===== config.mk =====
export PLATFORM = sky130hd
export DESIGN_NAME = c2s_cordic_pass
export DESIGN_NICKNAME = d
export VERILOG_FILES = /design/src/rtl/core/c2s_pkg.sv /design/src/rtl/core/c2s_cordic_pass.sv
export SDC_FILE = /design/constraint.sdc
export NUM_CORES = 2
export LEC_CHECK = 0
export CORE_MARGIN = 2
export CORE_UTILIZATION = 55
export CTS_BUF_LIST = sky130_fd_sc_hd__clkbuf_8 sky130_fd_sc_hd__clkbuf_16
export CTS_CLUSTER_DIAMETER = 200
export CTS_CLUSTER_SIZE = 8
export DETAILED_ROUTE_END_ITERATION = 10
export DONT_BUFFER_PORTS = 1
export PLACE_DENSITY = 0.66
export SYNTH_ARGS = -nofsm -noshare
export SYNTH_HDL_FRONTEND = slang
export SYNTH_SLANG_ARGS = --single-unit

===== constraint.sdc =====
create_clock -name clk -period 5.39 [get_ports clk]
set_clock_uncertainty 0.15 [all_clocks]
set_input_delay 0.539 -clock clk [delete_from_list [all_inputs] [get_ports clk]]
set_output_delay 0.539 -clock clk [all_outputs]
set_load 0.1 [all_outputs]

===== src/rtl/core/c2s_pkg.sv =====
// Shared widths, constants and types for the cartesian to spherical core.
// Used by the rotation pass, the gain compensation unit and the top level.
// Depends on nothing.
package c2s_pkg;

  // Field widths of the stream items.
  localparam int COORD_W = 16;
  localparam int ANGLE_W = 16;

  // Rotation steps per vectoring pass and fraction bits inside the rotators.
  localparam int STEPS = 16;
  localparam int GUARD = 8;

  // Internal datapath widths: rotator coordinates and angle accumulators.
  localparam int WORK_W = COORD_W + GUARD + 4;
  localparam int TURN_W = 32;
  localparam int ACC_W  = TURN_W + 2;
  localparam int GAIN_W = 32;

  // Rounding shift from turn units to output angle units.
  localparam int ASH = TURN_W - ANGLE_W;

  // Reciprocal of the rotation gain for sixteen steps, unsigned Q0.32.
  localparam logic [GAIN_W-1:0] INV_GAIN = 32'd2608131497;

  // Arctangent of 2^-i as a fraction of a full turn, 2^32 units per turn.
  localparam logic [TURN_W-1:0] ATAN_TURN [0:31] = '{
    32'h20000000, 32'h12E4051E, 32'h09FB385B, 32'h051111D4, 32'h028B0D43,
    32'h0145D7E1, 32'h00A2F61E, 32'h00517C55, 32'h0028BE53, 32'h00145F2F,
    32'h000A2F98, 32'h000517CC, 32'h00028BE6, 32'h000145F3, 32'h0000A2FA,
    32'h0000517D, 32'h000028BE, 32'h0000145F, 32'h00000A30, 32'h00000518,
    32'h0000028C, 32'h00000146, 32'h000000A3, 32'h00000051, 32'h00000029,
    32'h00000014, 32'h0000000A, 32'h00000005, 32'h00000003, 32'h00000001,
    32'h00000001, 32'h00000000
  };

  // Sideband that travels with an item: one carried word and zero flags.
  typedef struct packed {
    logic [COORD_W-1:0] word;
    logic               xy_zero;
    logic               xyz_zero;
  } side_t;

endpackage


===== src/rtl/core/c2s_cordic_pass.sv =====
// One vectoring pass: STEPS registered rotation stages that drive y to zero.
// Each stage adds or subtracts one arctangent step to the angle accumulator.
// Depends on c2s_pkg.
module c2s_cordic_pass import c2s_pkg::*; (
  input  logic                     clk,
  input  logic                     rst_n,
  input  logic                     en,
  input  logic                     in_valid,
  input  logic signed [WORK_W-1:0] x_in,
  input  logic signed [WORK_W-1:0] y_in,
  input  logic signed [ACC_W-1:0]  acc_in,
  input  side_t                    side_in,
  output logic                     out_valid,
  output logic signed [WORK_W-1:0] x_out,
  output logic signed [ACC_W-1:0]  acc_out,
  output side_t                    side_out
);

  logic                     v_r   [0:STEPS-1];
  logic signed [WORK_W-1:0] x_r   [0:STEPS-1];
  logic signed [WORK_W-1:0] y_r   [0:STEPS-1];
  logic signed [ACC_W-1:0]  acc_r [0:STEPS-1];
  side_t                    side_r [0:STEPS-1];

  for (genvar i = 0; i < STEPS; i++) begin : g_step
    logic                     va;
    logic signed [WORK_W-1:0] xa;
    logic signed [WORK_W-1:0] ya;
    logic signed [ACC_W-1:0]  acca;
    side_t                    sa;
    logic signed [WORK_W-1:0] dx;
    logic signed [WORK_W-1:0] dy;
    logic signed [ACC_W-1:0]  ang;
    logic signed [WORK_W-1:0] x_nxt;
    logic signed [WORK_W-1:0] y_nxt;
    logic signed [ACC_W-1:0]  acc_nxt;

    // The first stage takes the pass input, later ones the previous stage.
    if (i == 0) begin : g_first
      assign va   = in_valid;
      assign xa   = x_in;
      assign ya   = y_in;
      assign acca = acc_in;
      assign sa   = side_in;
    end else begin : g_next
      assign va   = v_r[i-1];
      assign xa   = x_r[i-1];
      assign ya   = y_r[i-1];
      assign acca = acc_r[i-1];
      assign sa   = side_r[i-1];
    end

    assign dx  = ya >>> i;
    assign dy  = xa >>> i;
    assign ang = signed'({{(ACC_W-TURN_W){1'b0}}, ATAN_TURN[i]});

    // Rotate toward the x axis; a zero y counts as non-negative.
    always_comb begin
      if (!ya[WORK_W-1]) begin
        x_nxt   = xa + dx;
        y_nxt   = ya - dy;
        acc_nxt = acca + ang;
      end else begin
        x_nxt   = xa - dx;
        y_nxt   = ya + dy;
        acc_nxt = acca - ang;
      end
    end

    always_ff @(posedge clk) begin
      if (!rst_n) begin
        v_r[i] <= 1'b0;
      end else if (en) begin
        v_r[i] <= va;
      end
    end

    always_ff @(posedge clk) begin
      if (en) begin
        x_r[i]    <= x_nxt;
        y_r[i]    <= y_nxt;
        acc_r[i]  <= acc_nxt;
        side_r[i] <= sa;
      end
    end
  end

  assign out_valid = v_r[STEPS-1];
  assign x_out     = x_r[STEPS-1];
  assign acc_out   = acc_r[STEPS-1];
  assign side_out  = side_r[STEPS-1];

endmodule


==> results.py <==
metrics = {
    "logic_synthesis": {
        "yosys-mux-area-fraction_pct": 0.515,
        "ys_seq_area_share_pct": 39.7,
        "share_of_async_settable_or_async_resettable_flops_after_synthesis_pct": 0,
        "post_synth_xor_area_fraction_pct": 11.5,
        "synth.cells.most_frequent": "1699 x sky130_fd_sc_hd__edfxtp_1, 1419 x sky130_fd_sc_hd__ha_1, 1345 x sky130_fd_sc_hd__a21oi_1",
        "complex_gate_fraction_of_the_synthesized_area_pct": 18.7,
        "synth_top_area_share_pct": 39.7,
        "syn_avg_cell_area_um2": 9.98,
        "largest_family_of_logic_cells_by_synthesized_area": "compound AO/OA/AOI/OAI gates",
        "synth.area.top_cells": "sky130_fd_sc_hd__edfxtp_1 40%, sky130_fd_sc_hd__ha_1 14%, sky130_fd_sc_hd__xnor2_1 7.7%, sky130_fd_sc_hd__a21oi_1 5.2%, sky130_fd_sc_hd__xor2_1 3.8%",
        "syn-num-nets": 14472,
        "yosysWarnings": 0,
        "synthesized_flop_and_latch_total": 1700,
        "post_synth_and_or_nand_nor_area_fraction_pct": 12.5,
        "synthAdderAreaFrac_pct": 14.5,
        "top_count_cell_post_synth": "sky130_fd_sc_hd__edfxtp_1",
        "synth_flop_cell": "sky130_fd_sc_hd__edfxtp_1",
        "yosys.area.top_type": "sky130_fd_sc_hd__edfxtp_1",
        "yosysUniqueCellTypes": 97,
        "synth_cells": 12894,
        "synth-edff-count": 1699,
        "synth.cell_area_um2": 129000,
    },
    "timing": {
        "worst-slew-pin-transition_ns": 1.10,
        "hold_viol": 0,
        "rsz_0062_raised_after_global_routing": "no",
        "setup_viol": 0,
        "worst_slew_margin_rel_pct": 26.5,
        "fin_tns_setup_ns": 0,
        "final.period_utilization_pct": 91.9,
        "finalCriticalPeriod_ns": 4.96,
        "maxSlewViolCount": 0,
        "fmax_mhz": 202,
    },
    "cts": {
        "cts.sinks": 1700,
        "tritoncts": "yes",
        "clock_tree.root_cell": "sky130_fd_sc_hd__clkbuf_16",
        "cts_post_setup_buffers_inserted": 0,
        "cts-buffers-inserted": 230,
        "cts.path.max_buffers": 3,
        "cts.clk_slew.worst_paths_ns": 0.06,
        "clkLatencyLatePin_ns": 0.89,
        "cts-htree-levels": 4,
    },
    "routing": {
        "drtPass1Iterations": 6,
        "met3_length_mm": 14.7,
        "initialDrtViolationCount": 6486,
        "wl_per_cell_um": 19.3,
        "viasPerCell": 5.99,
        "detail-route-antenna-nets": 0,
        "route.final.wire_length_mm": 310,
        "detailroute.via_count": 96532,
        "dr_wl_met2_mm": 150,
        "routed.top_layer": "met5",
        "m1WireLength_mm": 136,
        "remaining_drc_errors": 0,
    },
    "worst_setup_path": {
        "cp_max_fo": 7,
        "worstReg2RegStart": "x_r[1][130]",
        "worst-r2r-setup-slack_ns": 0.43,
        "worst_r2r_endpoint": "y_r[1][167]",
        "critPathCaptureType": "register",
        "cp.required_ns": 5.79,
        "criticalPathCategory": "register to register",
        "reg2reg_depth": 16,
        "critical_path_arrival_ns": 5.36,
        "worst_setup_path_startpoint": "x_r[1][130]",
        "cp-start-kind": "register",
    },
    "floorplan": {
        "floorplan.die.height_um": 488,
        "initial_utilization_pct": 55.3,
        "num_rows": 177,
        "boundaryPins": 193,
        "floorplan.die_area_um2": 238000,
        "horizontal_die_dimension_um": 488,
        "core_area_um2": 233000,
    },
    "layout": {
        "final_cell_area_um2": 139000,
        "flow.area_growth_from_synthesis_pct": 8.24,
        "layout.nets": 14622,
        "layout-drive-gt1-share_pct": 3.66,
        "postLayoutCoreUtil_pct": 59.9,
    },
    "min_path": {
        "timing.hold.worst_endpoint": "x_r[0][25]",
        "worst_min_path_class": "primary input to register",
        "worstHoldStart": "y_in[27]",
        "hold_path_cells": 3,
    },
    "outcome": {
        "status": "completed",
    },
    "grt": {
        "global_route.usage.total_pct": 25.7,
        "wire_length_of_the_first_global_routing_pass_mm": 498,
        "grt_antenna_before_repair": 4,
        "grt_pass1_vias": 94591,
        "grt_start_max_net_pins": 169,
        "overflow": 0,
    },
    "run": {
        "drv_cap": 0,
    },
    "placement": {
        "numPortBuffers": 0,
        "gpl.final_weighted_congestion": 0.964,
        "hpwlAfterDp_mm": 241,
        "placed_instance_area_um2": 132000,
    },
}
sequential cells by signal, indices dropped and copies added, names as in the netlist:
| name | count |
|---|---|
| acc_r | 544 |
| v_r | 16 |
| x_r | 448 |
| y_r | 404 |
| side_r | 288 |
final cells by class:
type / count / area, um^2
Antenna cell: 2 / 5.00
Clock buffer: 230 / 5760
Clock inverter: 31 / 537
Fill cell: 19381 / 93300
Inverter: 587 / 2200
Multi-Input combinational cell: 10361 / 74300
Sequential cell: 1700 / 51000
Tap cell: 3043 / 3810
Timing Repair Buffer: 164 / 1560
worst max-delay path by stage:
stage                  endpoint  slack [ns]  depth (start not counted)
floorplan           y_r[0][163]        0.88                         15
global placement    x_r[0][111]        0.60                         14
detailed placement   y_r[1][26]        0.56                         16
CTS                  y_r[1][25]        0.46                         17
global route        y_r[1][167]         0.1                         16
finish              y_r[1][167]        0.43                         16
routing by layer:
metal	up-vias	track usage [%]
li1	47936	-
met1	45673	33.0
met2	2382	44.8
met3	539	3.25
met4	2	7.96
met5	-	0
cell families (layout without fill, tap and decap cells):
kind of cell | after synthesis | count (layout)
AOI/OAI and AO/OA | 3805 | 3805
and+or+nand+nor | 3337 | 3337
DFF | 1700 | 1700
buffers and inverters | 833 | 1012
muxes | 62 | 62
other | 0 | 2
adders and majority gates | 1466 | 1466
xor gates and xnor gates | 1691 | 1691
metrics by stage:
stage | worst slack [ns] | hold slack (ns) | cells
4_1_cts | 0.464 | 0.00100 | 16116
5_1_grt | 0.0985 | 0.0124 | 16117
3_5_place_dp | 0.560 | 0.255 | 15784
3_3_place_gp | 0.596 | 0.250 | 15784
6_report | 0.434 | 0.0246 | 16118
2_1_floorplan | 0.880 | 0.250 | 12894
worst max-delay path: stages (launching register included):
cell and delay, ns:
sky130_fd_sc_hd__edfxtp_1 0.44, sky130_fd_sc_hd__nor4_1 0.46, sky130_fd_sc_hd__nand2_1 0.13, sky130_fd_sc_hd__nor4_1 0.48
sky130_fd_sc_hd__a21oi_1 0.31, sky130_fd_sc_hd__xor2_1 0.24, sky130_fd_sc_hd__ha_1 0.39, sky130_fd_sc_hd__a21o_1 0.21
sky130_fd_sc_hd__o21bai_1 0.16, sky130_fd_sc_hd__a21oi_1 0.18, sky130_fd_sc_hd__o21ai_0 0.18, sky130_fd_sc_hd__nand3_1 0.16
sky130_fd_sc_hd__a31oi_1 0.14, sky130_fd_sc_hd__a2111oi_0 0.48, sky130_fd_sc_hd__nor3_1 0.12, sky130_fd_sc_hd__o41ai_1 0.34
sky130_fd_sc_hd__xnor2_1 0.12
cells in the final DEF, fill, tap and decap left out, types with 39 or more instances in the layout:
cell type / Yosys / routed
sky130_fd_sc_hd__edfxtp_1: 1699 / 1699
sky130_fd_sc_hd__ha_1: 1419 / 1419
sky130_fd_sc_hd__a21oi_1: 1345 / 1345
sky130_fd_sc_hd__xnor2_1: 1133 / 1133
sky130_fd_sc_hd__nor2_1: 1129 / 1129
sky130_fd_sc_hd__nand2_1: 636 / 636
sky130_fd_sc_hd__o21ai_0: 620 / 620
sky130_fd_sc_hd__a21o_1: 619 / 619
sky130_fd_sc_hd__inv_1: 584 / 599
sky130_fd_sc_hd__xor2_1: 558 / 558
sky130_fd_sc_hd__nor3_1: 294 / 294
sky130_fd_sc_hd__clkbuf_16: 0 / 230
sky130_fd_sc_hd__nor2b_1: 226 / 226
sky130_fd_sc_hd__nand3_1: 214 / 214
sky130_fd_sc_hd__o21a_1: 182 / 182
sky130_fd_sc_hd__nand2b_1: 181 / 181
sky130_fd_sc_hd__o21bai_1: 155 / 155
sky130_fd_sc_hd__and3_1: 142 / 142
sky130_fd_sc_hd__a31oi_1: 140 / 140
sky130_fd_sc_hd__a211oi_1: 116 / 116
sky130_fd_sc_hd__nand4_1: 108 / 108
sky130_fd_sc_hd__nor4_1: 90 / 90
sky130_fd_sc_hd__and2_1: 87 / 87
sky130_fd_sc_hd__buf_4: 35 / 83
sky130_fd_sc_hd__dlygate4sd3_1: 0 / 70
sky130_fd_sc_hd__or3_1: 68 / 68
sky130_fd_sc_hd__o31ai_1: 66 / 66
sky130_fd_sc_hd__o211ai_1: 57 / 57
sky130_fd_sc_hd__o21ai_1: 53 / 53
sky130_fd_sc_hd__fa_1: 47 / 47
sky130_fd_sc_hd__o31a_1: 39 / 39
what timing repair did:
action | in CTS | in global routing
endpoints found under the hold margin | 130 | 0
hold buffers | 71 | 0
endpoints found under the setup margin | 0 | 1
gates resized for setup | 0 | 1
Power is left out: the tool's default activity adds up to more than one toggle a clock period on the data nets, which glitch-free logic cannot reach.
