==> config.mk <==
export PLATFORM = sky130hd
export DESIGN_NAME = c2s_gain_comp
export DESIGN_NICKNAME = d
export VERILOG_FILES = /design/src/rtl/core/c2s_pkg.sv /design/src/rtl/core/c2s_gain_comp.sv
export SDC_FILE = /design/constraint.sdc
export NUM_CORES = 1
export LEC_CHECK = 0
export CORE_MARGIN = 1.5
export CORE_UTILIZATION = 65
export CTS_BUF_LIST = sky130_fd_sc_hd__clkbuf_8
export DETAILED_ROUTE_END_ITERATION = 16
export DONT_BUFFER_PORTS = 1
export HOLD_SLACK_MARGIN = 0.06
export PLACE_DENSITY = 0.81
export REMOVE_ABC_BUFFERS = 1
export SETUP_SLACK_MARGIN = 0.05
export SYNTH_ARGS = -nofsm -noshare
export SYNTH_HDL_FRONTEND = slang
export SYNTH_SLANG_ARGS = --single-unit
==> constraint.sdc <==
create_clock -name clk -period 9.3 [get_ports clk]
set_clock_uncertainty 0.15 [all_clocks]
set_input_delay 0.93 -clock clk [delete_from_list [all_inputs] [get_ports clk]]
set_output_delay 0.93 -clock clk [all_outputs]
set_load 0.1 [all_outputs]
==> src/rtl/core/c2s_pkg.sv <==
// Shared widths, constants and types for the cartesian to spherical core.
// Used by the rotation pass, the gain compensation unit and the top level.
// Depends on nothing.
package c2s_pkg;

  // Field widths of the stream items.
  localparam int COORD_W = 16;
  localparam int ANGLE_W = 16;

  // Rotation steps per vectoring pass and fraction bits inside the rotators.
  localparam int STEPS = 16;
  localparam int GUARD = 8;

  // Internal datapath widths: rotator coordinates and angle accumulators.
  localparam int WORK_W = COORD_W + GUARD + 4;
  localparam int TURN_W = 32;
  localparam int ACC_W  = TURN_W + 2;
  localparam int GAIN_W = 32;

  // Rounding shift from turn units to output angle units.
  localparam int ASH = TURN_W - ANGLE_W;

  // Reciprocal of the rotation gain for sixteen steps, unsigned Q0.32.
  localparam logic [GAIN_W-1:0] INV_GAIN = 32'd2608131497;

  // Arctangent of 2^-i as a fraction of a full turn, 2^32 units per turn.
  localparam logic [TURN_W-1:0] ATAN_TURN [0:31] = '{
    32'h20000000, 32'h12E4051E, 32'h09FB385B, 32'h051111D4, 32'h028B0D43,
    32'h0145D7E1, 32'h00A2F61E, 32'h00517C55, 32'h0028BE53, 32'h00145F2F,
    32'h000A2F98, 32'h000517CC, 32'h00028BE6, 32'h000145F3, 32'h0000A2FA,
    32'h0000517D, 32'h000028BE, 32'h0000145F, 32'h00000A30, 32'h00000518,
    32'h0000028C, 32'h00000146, 32'h000000A3, 32'h00000051, 32'h00000029,
    32'h00000014, 32'h0000000A, 32'h00000005, 32'h00000003, 32'h00000001,
    32'h00000001, 32'h00000000
  };

  // Sideband that travels with an item: one carried word and zero flags.
  typedef struct packed {
    logic [COORD_W-1:0] word;
    logic               xy_zero;
    logic               xyz_zero;
  } side_t;

endpackage

==> src/rtl/core/c2s_gain_comp.sv <==
// Gain compensation: multiplies a length by 1/K in Q0.32, rounded half up.
// Two stages: the product register, then the rounding register.
// Depends on c2s_pkg.
module c2s_gain_comp import c2s_pkg::*; (
  input  logic                     clk,
  input  logic                     rst_n,
  input  logic                     en,
  input  logic                     in_valid,
  input  logic signed [WORK_W-1:0] value_in,
  input  logic [ANGLE_W-1:0]       angle_in,
  input  side_t                    side_in,
  output logic                     out_valid,
  output logic signed [WORK_W-1:0] value_out,
  output logic [ANGLE_W-1:0]       angle_out,
  output side_t                    side_out
);

  localparam int MAG_W  = WORK_W - 1;
  localparam int PROD_W = MAG_W + GAIN_W;

  logic [MAG_W-1:0]    mag;
  logic [PROD_W-1:0]   prod_r;
  logic [PROD_W:0]     prod_rnd;
  logic                v1_r;
  logic [ANGLE_W-1:0]  angle1_r;
  side_t               side1_r;
  logic                v2_r;
  logic [MAG_W-1:0]    res_r;
  logic [ANGLE_W-1:0]  angle2_r;
  side_t               side2_r;

  // Negative lengths do not occur in range but clamp to zero all the same.
  assign mag = (value_in > 0) ? value_in[MAG_W-1:0] : '0;

  // Round half up at bit 31 and keep the integer part.
  assign prod_rnd = {1'b0, prod_r} + {{(PROD_W+1-GAIN_W){1'b0}}, 1'b1, {(GAIN_W-1){1'b0}}};

  always_ff @(posedge clk) begin
    if (!rst_n) begin
      v1_r <= 1'b0;
      v2_r <= 1'b0;
    end else if (en) begin
      v1_r <= in_valid;
      v2_r <= v1_r;
    end
  end

  always_ff @(posedge clk) begin
    if (en) begin
      prod_r   <= PROD_W'(mag) * PROD_W'(INV_GAIN);
      angle1_r <= angle_in;
      side1_r  <= side_in;
      res_r    <= prod_rnd[PROD_W-1:GAIN_W];
      angle2_r <= angle1_r;
      side2_r  <= side1_r;
    end
  end

  assign out_valid = v2_r;
  assign value_out = signed'({1'b0, res_r});
  assign angle_out = angle2_r;
  assign side_out  = side2_r;

endmodule

==> results of run 1 <==
worst max-delay path: cells and delay by family:
family | cells | cell delay (ps)
simple gates | 7 | 1910
xor+xnor | 1 | 120
buf+inv | 5 | 560
fa+ha+maj | 8 | 4010
compound gates | 6 | 1450
what timing repair did:
action | CTS | global route
buffers inserted | 0 | 0
setup endpoints to repair | 0 | 3
gates resized for setup | 0 | 1
state kept, by name, summed over array words and instances, names as in the netlist:
register and cells:
angle_out 16, prod_r 28, v1_r 1, angle1_r 16
out_valid 1, res_r 27, side_out 18, side1_r 18
metal layers:
layer  up-vias  share of wire [%]  track usage [%]
li1       5314                  -                -
met1      6088                 40             45.0
met2       549                 49             59.2
met3        95                6.7             4.66
met4         0                4.6             13.5
met5         -                  0                0
worst min-delay path by stage:
| stage | depth (start not counted) | endpoint | from | slack, ps |
|---|---|---|---|---|
| after floorplan | 0 | angle_out[0] | angle1_r[0] | 250 |
| after global placement | 0 | side_out[7] | side1_r[7] | 250 |
| after detailed placement | 0 | angle_out[5] | angle1_r[5] | 260 |
| after CTS | 0 | side_out[13] | side1_r[13] | 270 |
| after global routing | 0 | side_out[13] | side1_r[13] | 270 |
| final | 0 | side_out[13] | side1_r[13] | 270 |
per-stage QoR:
step           util [%]  cells  worst slack (ps)  cell area (sq um)
4_1_cts            69.3   2125               451              19800
3_3_place_gp       67.9   2093              42.0              19400
5_1_grt            69.3   2125              69.3              19800
3_5_place_dp       67.9   2093             0.138              19400
2_1_floorplan         -   1690               677              18800
6_report           69.3   2125               350              19800
area by class of cell:
cell class	instances	share of cell area, %
Inverter	549	10.4
Timing Repair Buffer	19	0.721
Clock buffer	17	1.18
Multi-Input combinational cell	1016	65.5
Tap cell	384	2.43
Sequential cell	125	18.9
Clock inverter	15	0.866
synthesized netlist by cell type (2+ instances only):
cell,count,area [sq um]
ha_1,262,3280
a221oi_1,2,17.5
inv_1,549,2060
o21bai_1,3,22.5
nand3_1,27,135
a21oi_1,50,250
nor2b_1,9,56.3
a41oi_1,2,17.5
nor2_1,28,105
clkbuf_1,3,11.3
o221ai_1,2,17.5
or2_2,6,37.5
nand2_1,58,218
a211oi_1,2,15.0
fa_1,365,7310
o2111ai_1,2,17.5
nand4_1,14,87.6
and3_1,11,68.8
xnor2_1,34,298
and2_1,12,75.1
mux2i_1,2,20.0
o31ai_1,2,15.0
nand2b_1,6,37.5
or3_1,4,25.0
nor4_1,6,37.5
xor2_1,16,140
a31oi_1,3,18.8
nor3_1,13,65.1
o211ai_1,6,45.0
a2111oi_0,2,17.5
o21a_1,4,30.0
edfxtp_1,123,3690
and4_1,3,26.3
dfxtp_1,2,40.0
o21ai_0,16,80.1
a211o_1,4,35.0
a21o_1,22,165
logic make-up (layout without fill, tap and decap cells):
kind of cell,Yosys count,in the layout,share of synthesized area [%]
and+or+nand+nor,204,204,5.56
buffers and inverters,554,600,11.1
muxes,3,3,0.167
AOI/OAI and AO/OA,131,131,4.56
other,1,1,0.0200
adders and majority gates,627,627,56.4
xor gates and xnor gates,50,50,2.33
DFF,125,125,19.9
==> summary by stage, run 1 <==
Outcome
The flow ran to the end, and the final reports show no timing, DRC or antenna violations.

Critical path
The first element of the critical path is value_in[16]. The capturing element type of the critical path is a flop. The number of cells on the worst reg-to-reg path is 7. STA classifies the critical path startpoint as an input pin. The biggest fanout along the worst timing path is 15. The stage delay of the slowest cell on the critical path is 570 ps. Among the stages of the critical path, the cell type that occurs most often is fa_1. The reg-to-reg critical path startpoint is prod_r[33]. In this run the critical register-to-register path is captured at res_r[20]. On the critical path, the stage with the largest delay is an instance of fa_1.

The setup check on the worst reg-to-reg path leaves a slack of 6710 ps. The arrival time reported for the critical path endpoint is 8990 ps. The data required time at the worst endpoint is 9340 ps. The capture point of the worst path is prod_r[58]. By startpoint and endpoint, the worst setup path is classified as input pin to flop.

Yosys
The number of enable flip-flop cells after synthesis is 123. After synthesis, flip-flops and latches occupy 19.9% of the total area. The instance count of the mapped netlist is 1,695. The fraction of registers with async set/reset is 0%. Synthesis instantiated 57 different standard cells from the library. The number of warnings reported in the yosys synthesis log is 0. For this run, the leading register cell type out of synthesis is edfxtp_1. In this run the cell area of the synthesized design comes to 0.0188 sq mm. Averaged over all synthesized cells, the footprint is 11.1 sq um.

The number of synthesized register bits is 125.

Floorplan
The full die area is 0.0299 sq mm. The chip width is 173 um. The floorplan step set the die height to 173 um. In this run the core area contains 62 standard-cell rows. The initial utilization of the core area, before any placement, comes to 65.8%. The core region is 0.0285 sq mm. In this run the count of I/O pins placed on the die edge is 129.

Clock network
The number of buffers added to fix hold violations after cts is 0. The root buffer cell chosen for the clock tree is clkbuf_8. The H-tree depth reported by CTS is 4. The number of buffers on the longest clock path is 2. TritonCTS built the clock tree. The tree built by TritonCTS fans out to 125 sinks.

The later pin in the worst-skew pair is clocked with a latency of 430 ps. The TritonCTS buffer count is 17. After clock tree synthesis, the clock-pin slew on the worst setup and hold paths is 90 ps.

Route
The remaining number of nets flagged by the antenna check after routing is 0. In the final routed layout, each cell accounts on average for 23.4 um. For this run, design rule violations remaining after detail routing come to 0. The via count is 12,000.

The final routed wirelength across all metal layers is 49,700 um. The first detailed-routing pass took 7 iterations. The number of design-rule violations left by the first detailed-router iteration is 822. The vias per cell is 5.67.

Placed design
The last weighted congestion value of the routability-driven placer is 1.06. The count of buffers from port buffering is 0. Once detailed placement completed, the half-perimeter wirelength came to 45,200 um.

STA
Headroom to the max-slew limit came out at 30.6%. The routed design could run at a clock period as short as 8950 ps. The number of max-slew violations in the final report came to 0. For the pin with the worst max-slew slack, the measured transition is 1040 ps.

The number of hold violations in the final report is 0. The total negative setup slack is 0 ps. Setup violations remaining at the end of the flow were counted as 0.

Hold is met by 269 ps. Timing would allow up to 112 MHz. Setup repair after global routing left no endpoint under its margin. The post-route clock period utilization is 96.2%.

Cells and area
After the last flow step, the layout net total stands at 2,421. The library cell used most frequently in the layout, excluding fill and tap cells, is inv_1. The number of diodes added for antenna fixing is 0. In the layout the commonest cells are 549 x inv_1, 365 x fa_1, 262 x ha_1. The final-layout fill cell count is 2,152. The layout-stage area growth over the synthesis result is 5.43%. The share of layout cells above drive strength 1 is 3.79%.

The footprint of the multi-input gates is 0.0130 sq mm. The storage element area is 0.00373 sq mm.

Global routing
The number of antenna violations at the first check in global routing is 0. Entering global routing, the biggest net connects 126 pins. The global routing usage summed across all routing layers is 34.5%.

The number of global-route vias before repair is 12,800. The aggregate global routing overflow is 0. The global-route wire length before repair is 75,300 um.

Hold path
The worst min-delay path class is flop to flop.

Job
Across the run, the number of max-cap violations was 0.
Power of run 1 is not shown: default switching activity piles up to over one toggle a cycle in this logic, so the estimate is an artifact.
==> run 2: changes to the inputs <==
--- a/config.mk
+++ b/config.mk
@@ -6,12 +6,11 @@
 export NUM_CORES = 1
 export LEC_CHECK = 0
 export CORE_MARGIN = 1.5
-export CORE_UTILIZATION = 65
+export CORE_UTILIZATION = 49
 export CTS_BUF_LIST = sky130_fd_sc_hd__clkbuf_8
 export DETAILED_ROUTE_END_ITERATION = 16
 export DONT_BUFFER_PORTS = 1
 export HOLD_SLACK_MARGIN = 0.06
-export PLACE_DENSITY = 0.81
 export REMOVE_ABC_BUFFERS = 1
 export SETUP_SLACK_MARGIN = 0.05
 export SYNTH_ARGS = -nofsm -noshare
==> run 2 against run 1 <==
Compared with the run above:
- sequential share of layout area shrank 0.33 points
- first-iteration DRC count shrank 28%
- critical path depth rose by 1
- die area increased by 32%
- final cell count up 7.2%
- highest routed layer unchanged
- worst setup slack better by 140 ps
- worst hold slack got worse by 5.8 ps
==> summary by stage, run 2 (synthesis results as in run 1) <==
Placed design
The number of placed cells counting well taps is 2,247 (+7.4%). The last weighted congestion value of the routability-driven placer is 1.02 (-4.0%). The count of buffers from port buffering is 0 (unchanged). The final HPWL from detailed placement came to 46,600 um (+3.2%).

Route
The vias per cell is 5.07 (-11%). The remaining number of nets flagged by the antenna check after routing is 0 (unchanged). The number of design-rule violations left by the first detailed-router iteration was 592 (-28%). The final routed wirelength across all metal layers came to 50,500 um (+1.7%). The residual DRC count is 0 (unchanged). The via count came to 11,500 (-4.1%).

The count of TritonRoute iterations in the first routing pass was 4 (-3). The wire length per cell is 22.2 um (-5.2%).

Critical path
The arrival time reported for the critical path endpoint is 8820 ps (-170 ps). The worst setup path is of the input pin to flop kind. The biggest fanout along the worst timing path is 13 (-2).

The slowest stage of the critical path belongs to the cell fa_1. STA classifies the critical path startpoint as an input pin. The reg-to-reg critical path startpoint is prod_r[33]. The worst flop-to-flop path endpoint is res_r[24].

The library cell appearing most often on the critical path is fa_1. The number of cells on the worst reg-to-reg path is 7 (unchanged). The stage delay of the slowest cell on the critical path is 650 ps (+80 ps).

The capturing element type of the critical path is a flop. The data required time at the worst endpoint is 9320 ps (-20 ps). The register-to-register setup slack is 6770 ps (+60 ps).

STA
The highest clock frequency the design can meet is 114 MHz (+1.6%). Setup repair after global routing left no endpoint under its margin. The worst relative slew slack is 35.5% (+4.9 points). The slew at the pin with the worst max-slew slack is 966 ps (-74.0 ps). The number of failing setup endpoints in the final timing report is 0 (unchanged). The number of max-slew violations in the final report is 0 (unchanged).

The number of hold violations in the final report came to 0 (unchanged). The post-route clock period utilization is 94.7% (-1.6 points). The post-route minimum period is 8810 ps (-144 ps).

Clock network
The number of buffers on the longest clock path is 2 (unchanged). The clock slew at the register clock pins of the worst setup and hold paths is 80 ps (about the same). The number of sinks on the clock net is 125 (unchanged). The TritonCTS buffer count is 17 (unchanged).

The clock latency at the later pin of the worst-skew pair was 420 ps (about the same). The buffer cell driving the clock tree root is clkbuf_8. The clock tree from TritonCTS is built. The number of buffers added to fix hold violations after cts is 0 (unchanged). The H-tree depth reported by CTS is 4 (unchanged).

The setup fix buffers added after clock tree synthesis was 0 (unchanged). The total of cells resized after clock tree synthesis is 0 (unchanged).

Floorplan
The chip width came to 199 um (+15%). The die height came to 199 um (+15%). The area inside the core boundary is 0.0377 sq mm (+32%). The total I/O pin count was 129 (unchanged). The row count was 71 (+15%). The initial core utilization was 49.9% (-16 points).

The full die area is 0.0395 sq mm (+32%).

Global routing
The met2 capacity usage during global routing was 44.0% (-15 points). The global routing usage summed across all routing layers is 26.6% (-7.9 points). The global-route met1 utilization is 34.5% (-10 points). After global routing, the most crowded layer is met2.

The aggregate global routing overflow is 0 (unchanged). The number of antenna violations at the first check in global routing is 0 (unchanged). The met3 demand-to-capacity share in global routing was 6.88% (+2.2 points).

The number of global-route vias before repair came to 12,500 (-2.5%). The global-route wire length before repair is 74,900 um (-0.56%). The largest net degree at the start of global routing came to 126 (unchanged).

Hold path
The path with the worst hold slack has its endpoint at angle_out[15]. In this run the most critical hold path is launched from angle1_r[15]. The worst hold path belongs to the class flop to flop.

The worst hold path stage count is 0 (unchanged).

Cells and area
The number of nets in the final layout was 2,448 (+1.1%). The number of diodes added for antenna fixing is 0 (unchanged). The final standard cell count with taps included and fillers excluded came to 2,279 (+7.2%). The final-layout fill cell count is 3,393 (+58%). The most common library cell in the layout ignoring fill and taps is inv_1. The largest registers in the layout are prod_r: 28 flops, res_r: 27 flops. The share of layout cells above drive strength 1 is 5.20% (+1.4 points). prod_r holds more flip-flops than any other register.

The top cell types in the final layout, fill and taps aside, are 549 x inv_1, 365 x fa_1, 262 x ha_1. The layout-stage area growth over the synthesis result is 7.31%. The number of flip-flops under the largest register name was 28 (unchanged).

Job
The number of max-capacitance violations reported is 0 (unchanged).

Outcome
The run finished with clean final reports.
run 2: changes by cell type in the layout (fill, tap and decap cells not counted):
cell,change
o41ai_2,-1
clkinv_4,+1
clkinvlp_4,-1
inv_8,-1
buf_4,+27
inv_6,+1
o41ai_1,+1
run 2: worst max-delay path by stage:
stage	from	endpoint	slack, ps
finish	value_in[16]	prod_r[57]	490
global route	value_in[16]	prod_r[49]	180
CTS	value_in[16]	prod_r[57]	540
detailed placement	value_in[16]	prod_r[57]	100
global placement	value_in[16]	prod_r[58]	-10
floorplan	value_in[22]	prod_r[49]	680
run 2: layer usage:
metal | routed length, um | up-vias | part of all wire, %
li1 | - | 5361 | -
met1 | 21600 | 5763 | 43
met2 | 23900 | 360 | 47
met3 | 3400 | 63 | 6.7
met4 | 1610 | 0 | 3.2
met5 | 0 | - | 0
run 2: layout make-up:
cell class	instances	area, sq um	area share (%)
clock inverter	15	170	0.845
sequential	125	3730	18.5
timing repair buffer	46	345	1.71
tap	511	639	3.17
inverter	549	2060	10.2
clock buffer	17	234	1.16
multi-input combinational	1016	13000	64.4
run 2: worst max-delay path: cells and delay by family:
kind | cells | cell delay, ps
buffers and inverters | 6 | 1230
and+or+nand+nor | 4 | 900
adders and majority gates | 8 | 3790
AOI/OAI and AO/OA | 9 | 1870
xor gates and xnor gates | 1 | 90
run 2: stage by stage:
| step | TNS (ps) | instance area [sq um] | util (%) | worst slack [ps] | hold WS, ps |
|---|---|---|---|---|---|
| after detailed placement | 0 | 19700 | 52.4 | 103 | 255 |
| after CTS | 0 | 20100 | 53.5 | 537 | 267 |
| after global placement | -12.2 | 19700 | 52.4 | -12.2 | 251 |
| final | 0 | 20100 | 53.5 | 494 | 263 |
| after global routing | 0 | 20100 | 53.5 | 184 | 272 |
| after floorplan | 0 | 18800 | - | 677 | 250 |
Power of run 2 is left out for the same reason.
==> run 3: changes to the inputs <==
--- a/config.mk
+++ b/config.mk
@@ -10,9 +10,11 @@
 export CTS_BUF_LIST = sky130_fd_sc_hd__clkbuf_8
 export DETAILED_ROUTE_END_ITERATION = 16
 export DONT_BUFFER_PORTS = 1
+export GPL_TIMING_DRIVEN = 0
 export HOLD_SLACK_MARGIN = 0.06
 export REMOVE_ABC_BUFFERS = 1
 export SETUP_SLACK_MARGIN = 0.05
+export SLEW_MARGIN = 20
 export SYNTH_ARGS = -nofsm -noshare
 export SYNTH_HDL_FRONTEND = slang
 export SYNTH_SLANG_ARGS = --single-unit
==> run 3 against run 2 <==
Compared with the run above:
- sequential cell count stayed put
- fmax is 2.8% lower
- critical path type unchanged
- register-to-register slack better by 110 ps
- worst hold slack better by 5.3 ps
- via count is 0.48% higher
- worst setup slack worse by 250 ps
- sequential share of layout area is 0.15 points higher
- critical path depth stayed put
- critical endpoint is now prod_r[52]
==> summary by stage, run 3 (synthesis results as in run 1) <==
STA
The worst relative slew slack is 22.4% (-13 points). The post-route clock period utilization is 97.4% (+2.7 points). Setup repair after global routing could not meet its margin everywhere. The least setup slack across all paths after layout is 244 ps (-250 ps). The number of max-slew violations in the final report came to 0 (unchanged). The number of failing setup endpoints in the final timing report was 0 (unchanged). The smallest hold slack is 268 ps (+5.33 ps). The post-route minimum period came to 9060 ps (+250 ps). The highest clock frequency the design can meet is 110 MHz (-2.8%). The number of hold violations in the final report was 0 (unchanged).

The total negative setup slack is 0 ps (unchanged). The slew at the pin with the worst max-slew slack is 1160 ps (+196 ps).

Route
The met1 wire length came to 19,700 um (-9.0%). The final routed wirelength across all metal layers came to 45,700 um (-9.6%). The highest metal layer used by the detailed router is met4.

The count of TritonRoute iterations in the first routing pass is 7 (+3). The routed length on met2 came to 22,300 um (-6.7%). The remaining number of nets flagged by the antenna check after routing is 0 (unchanged).

The number of design-rule violations left by the first detailed-router iteration was 695 (+17%). The wire length per cell is 20.4 um (-8.0%). The residual DRC count is 0 (unchanged). The vias per cell was 5.18 (+2.2%). The total met3 wirelength after detailed routing is 2630 um (-22%).

The via count is 11,600 (+0.48%).

Clock network
The H-tree depth reported by CTS is 4 (unchanged). The clock tree from TritonCTS is built. The buffer cell driving the clock tree root is clkbuf_8. The TritonCTS buffer count is 17 (unchanged).

The clock latency at the later pin of the worst-skew pair is 420 ps (about the same). The number of buffers on the longest clock path was 2 (unchanged). The clock slew at the register clock pins of the worst setup and hold paths came to 90 ps (about the same).

The number of buffers added to fix hold violations after cts was 0 (unchanged). The number of sinks on the clock net came to 125 (unchanged).

Cells and area
Leaving out fill and tap cells, the most frequent cell in the layout is inv_1. The share of layout cells above drive strength 1 is 3.82% (-1.4 points). The library cells used most frequently in the layout, excluding fill and tap cells, are 547 x inv_1, 365 x fa_1, 260 x ha_1.

The top register by number of flip-flops is prod_r. The number of flip-flops under the largest register name is 28 (unchanged). The final standard cell count with taps included and fillers excluded is 2,241 (-1.7%). In the final layout, the registers with the most flip-flops are prod_r: 28 flops, res_r: 27 flops. The number of nets in the final layout was 2,410 (-1.6%).

The layout-stage area growth over the synthesis result is 6.42%. The number of diodes added for antenna fixing is 0 (unchanged).

Critical path
The buffer and inverter count on the worst path is 6 (unchanged). The biggest fanout along the worst timing path is 15 (+2). STA classifies the critical path endpoint as a flop.

The worst setup path is launched from an input pin. The arrival time reported for the critical path endpoint is 9090 ps (+270 ps). The stage delay of the slowest cell on the critical path was 650 ps (about the same). The kind of cell adding the most delay to the critical path is adder cells. The slowest stage of the critical path belongs to the cell fa_1. The data required time at the worst endpoint is 9330 ps (about the same).

The library cell appearing most often on the critical path is fa_1. The worst setup path is of the input pin to flop kind.

Floorplan
The total I/O pin count is 129 (unchanged). The area inside the core boundary is 0.0377 sq mm (unchanged). The die height is 199 um (unchanged). The row count was 71 (unchanged). The initial core utilization is 49.9% (unchanged). The chip width is 199 um (unchanged).

The full die area came to 0.0395 sq mm (unchanged).

Global routing
The largest net degree at the start of global routing came to 126 (unchanged). The number of global-route vias before repair is 12,300 (-1.2%). The global-route wire length before repair was 69,700 um (-7.0%).

The aggregate global routing overflow is 0 (unchanged). The number of antenna violations at the first check in global routing is 0 (unchanged). The global routing usage summed across all routing layers came to 24.0% (-2.7 points).

Job
The number of max-capacitance violations reported came to 0 (unchanged).

Outcome
The flow ran to the end, and the final reports show no timing, DRC or antenna violations.

Placed design
The number of placed cells counting well taps is 2,202 (-2.0%). The worst setup slack after placement is -683 ps (-786 ps). The count of buffers from port buffering was 0 (unchanged). The last weighted congestion value of the routability-driven placer was 0.962 (-5.4%). The final HPWL from detailed placement was 41,400 um (-11%).

Hold path
The worst min-delay path class is flop to flop.
[run 3: cell types whose count changed in the layout (fill, tap and decap cells not counted), sizes merged]
cell / change
buf: -38
inv: -2
clkinvlp: +2
[run 3: cell type report]
| type | instances | area [sq um] |
|---|---|---|
| clock buffers | 17 | 234 |
| clock inverters | 15 | 191 |
| fillers | 3461 | 17700 |
| inverters | 549 | 2070 |
| multi-input cells | 1016 | 13100 |
| flip-flops and latches | 125 | 3730 |
| well taps | 511 | 639 |
| repair buffers | 8 | 63.8 |
[run 3: layer usage]
metal | up-vias | global-route usage, %
li1 | 5288 | -
met1 | 5911 | 32.1
met2 | 348 | 41.2
met3 | 56 | 3.37
met4 | 0 | 5.67
met5 | - | 0
[run 3: what timing repair did]
item	4_1_cts	5_1_grt
buffers inserted	0	7
cloned	0	0
endpoints found under the setup margin	10	18
gates resized for setup	3	12
pin swaps	0	0
[run 3: per-stage QoR]
stage          cell area [sq um]  util, %
6_report                   20000     53.1
2_1_floorplan              18800        -
3_3_place_gp               19400     51.5
4_1_cts                    19900     52.7
5_1_grt                    20000     53.1
3_5_place_dp               19400     51.5
[run 3: final timing paths]
check                     from           end  slack [ps]  cells past startpoint
setup / recovery  value_in[16]    prod_r[52]         240                     28
hold / removal     side1_r[12]  side_out[12]         270                      0
setup reg to reg    prod_r[33]     res_r[24]        6880                      7
hold reg to reg    side1_r[12]  side_out[12]         270                      0
Power of run 3 is left out for the same reason.
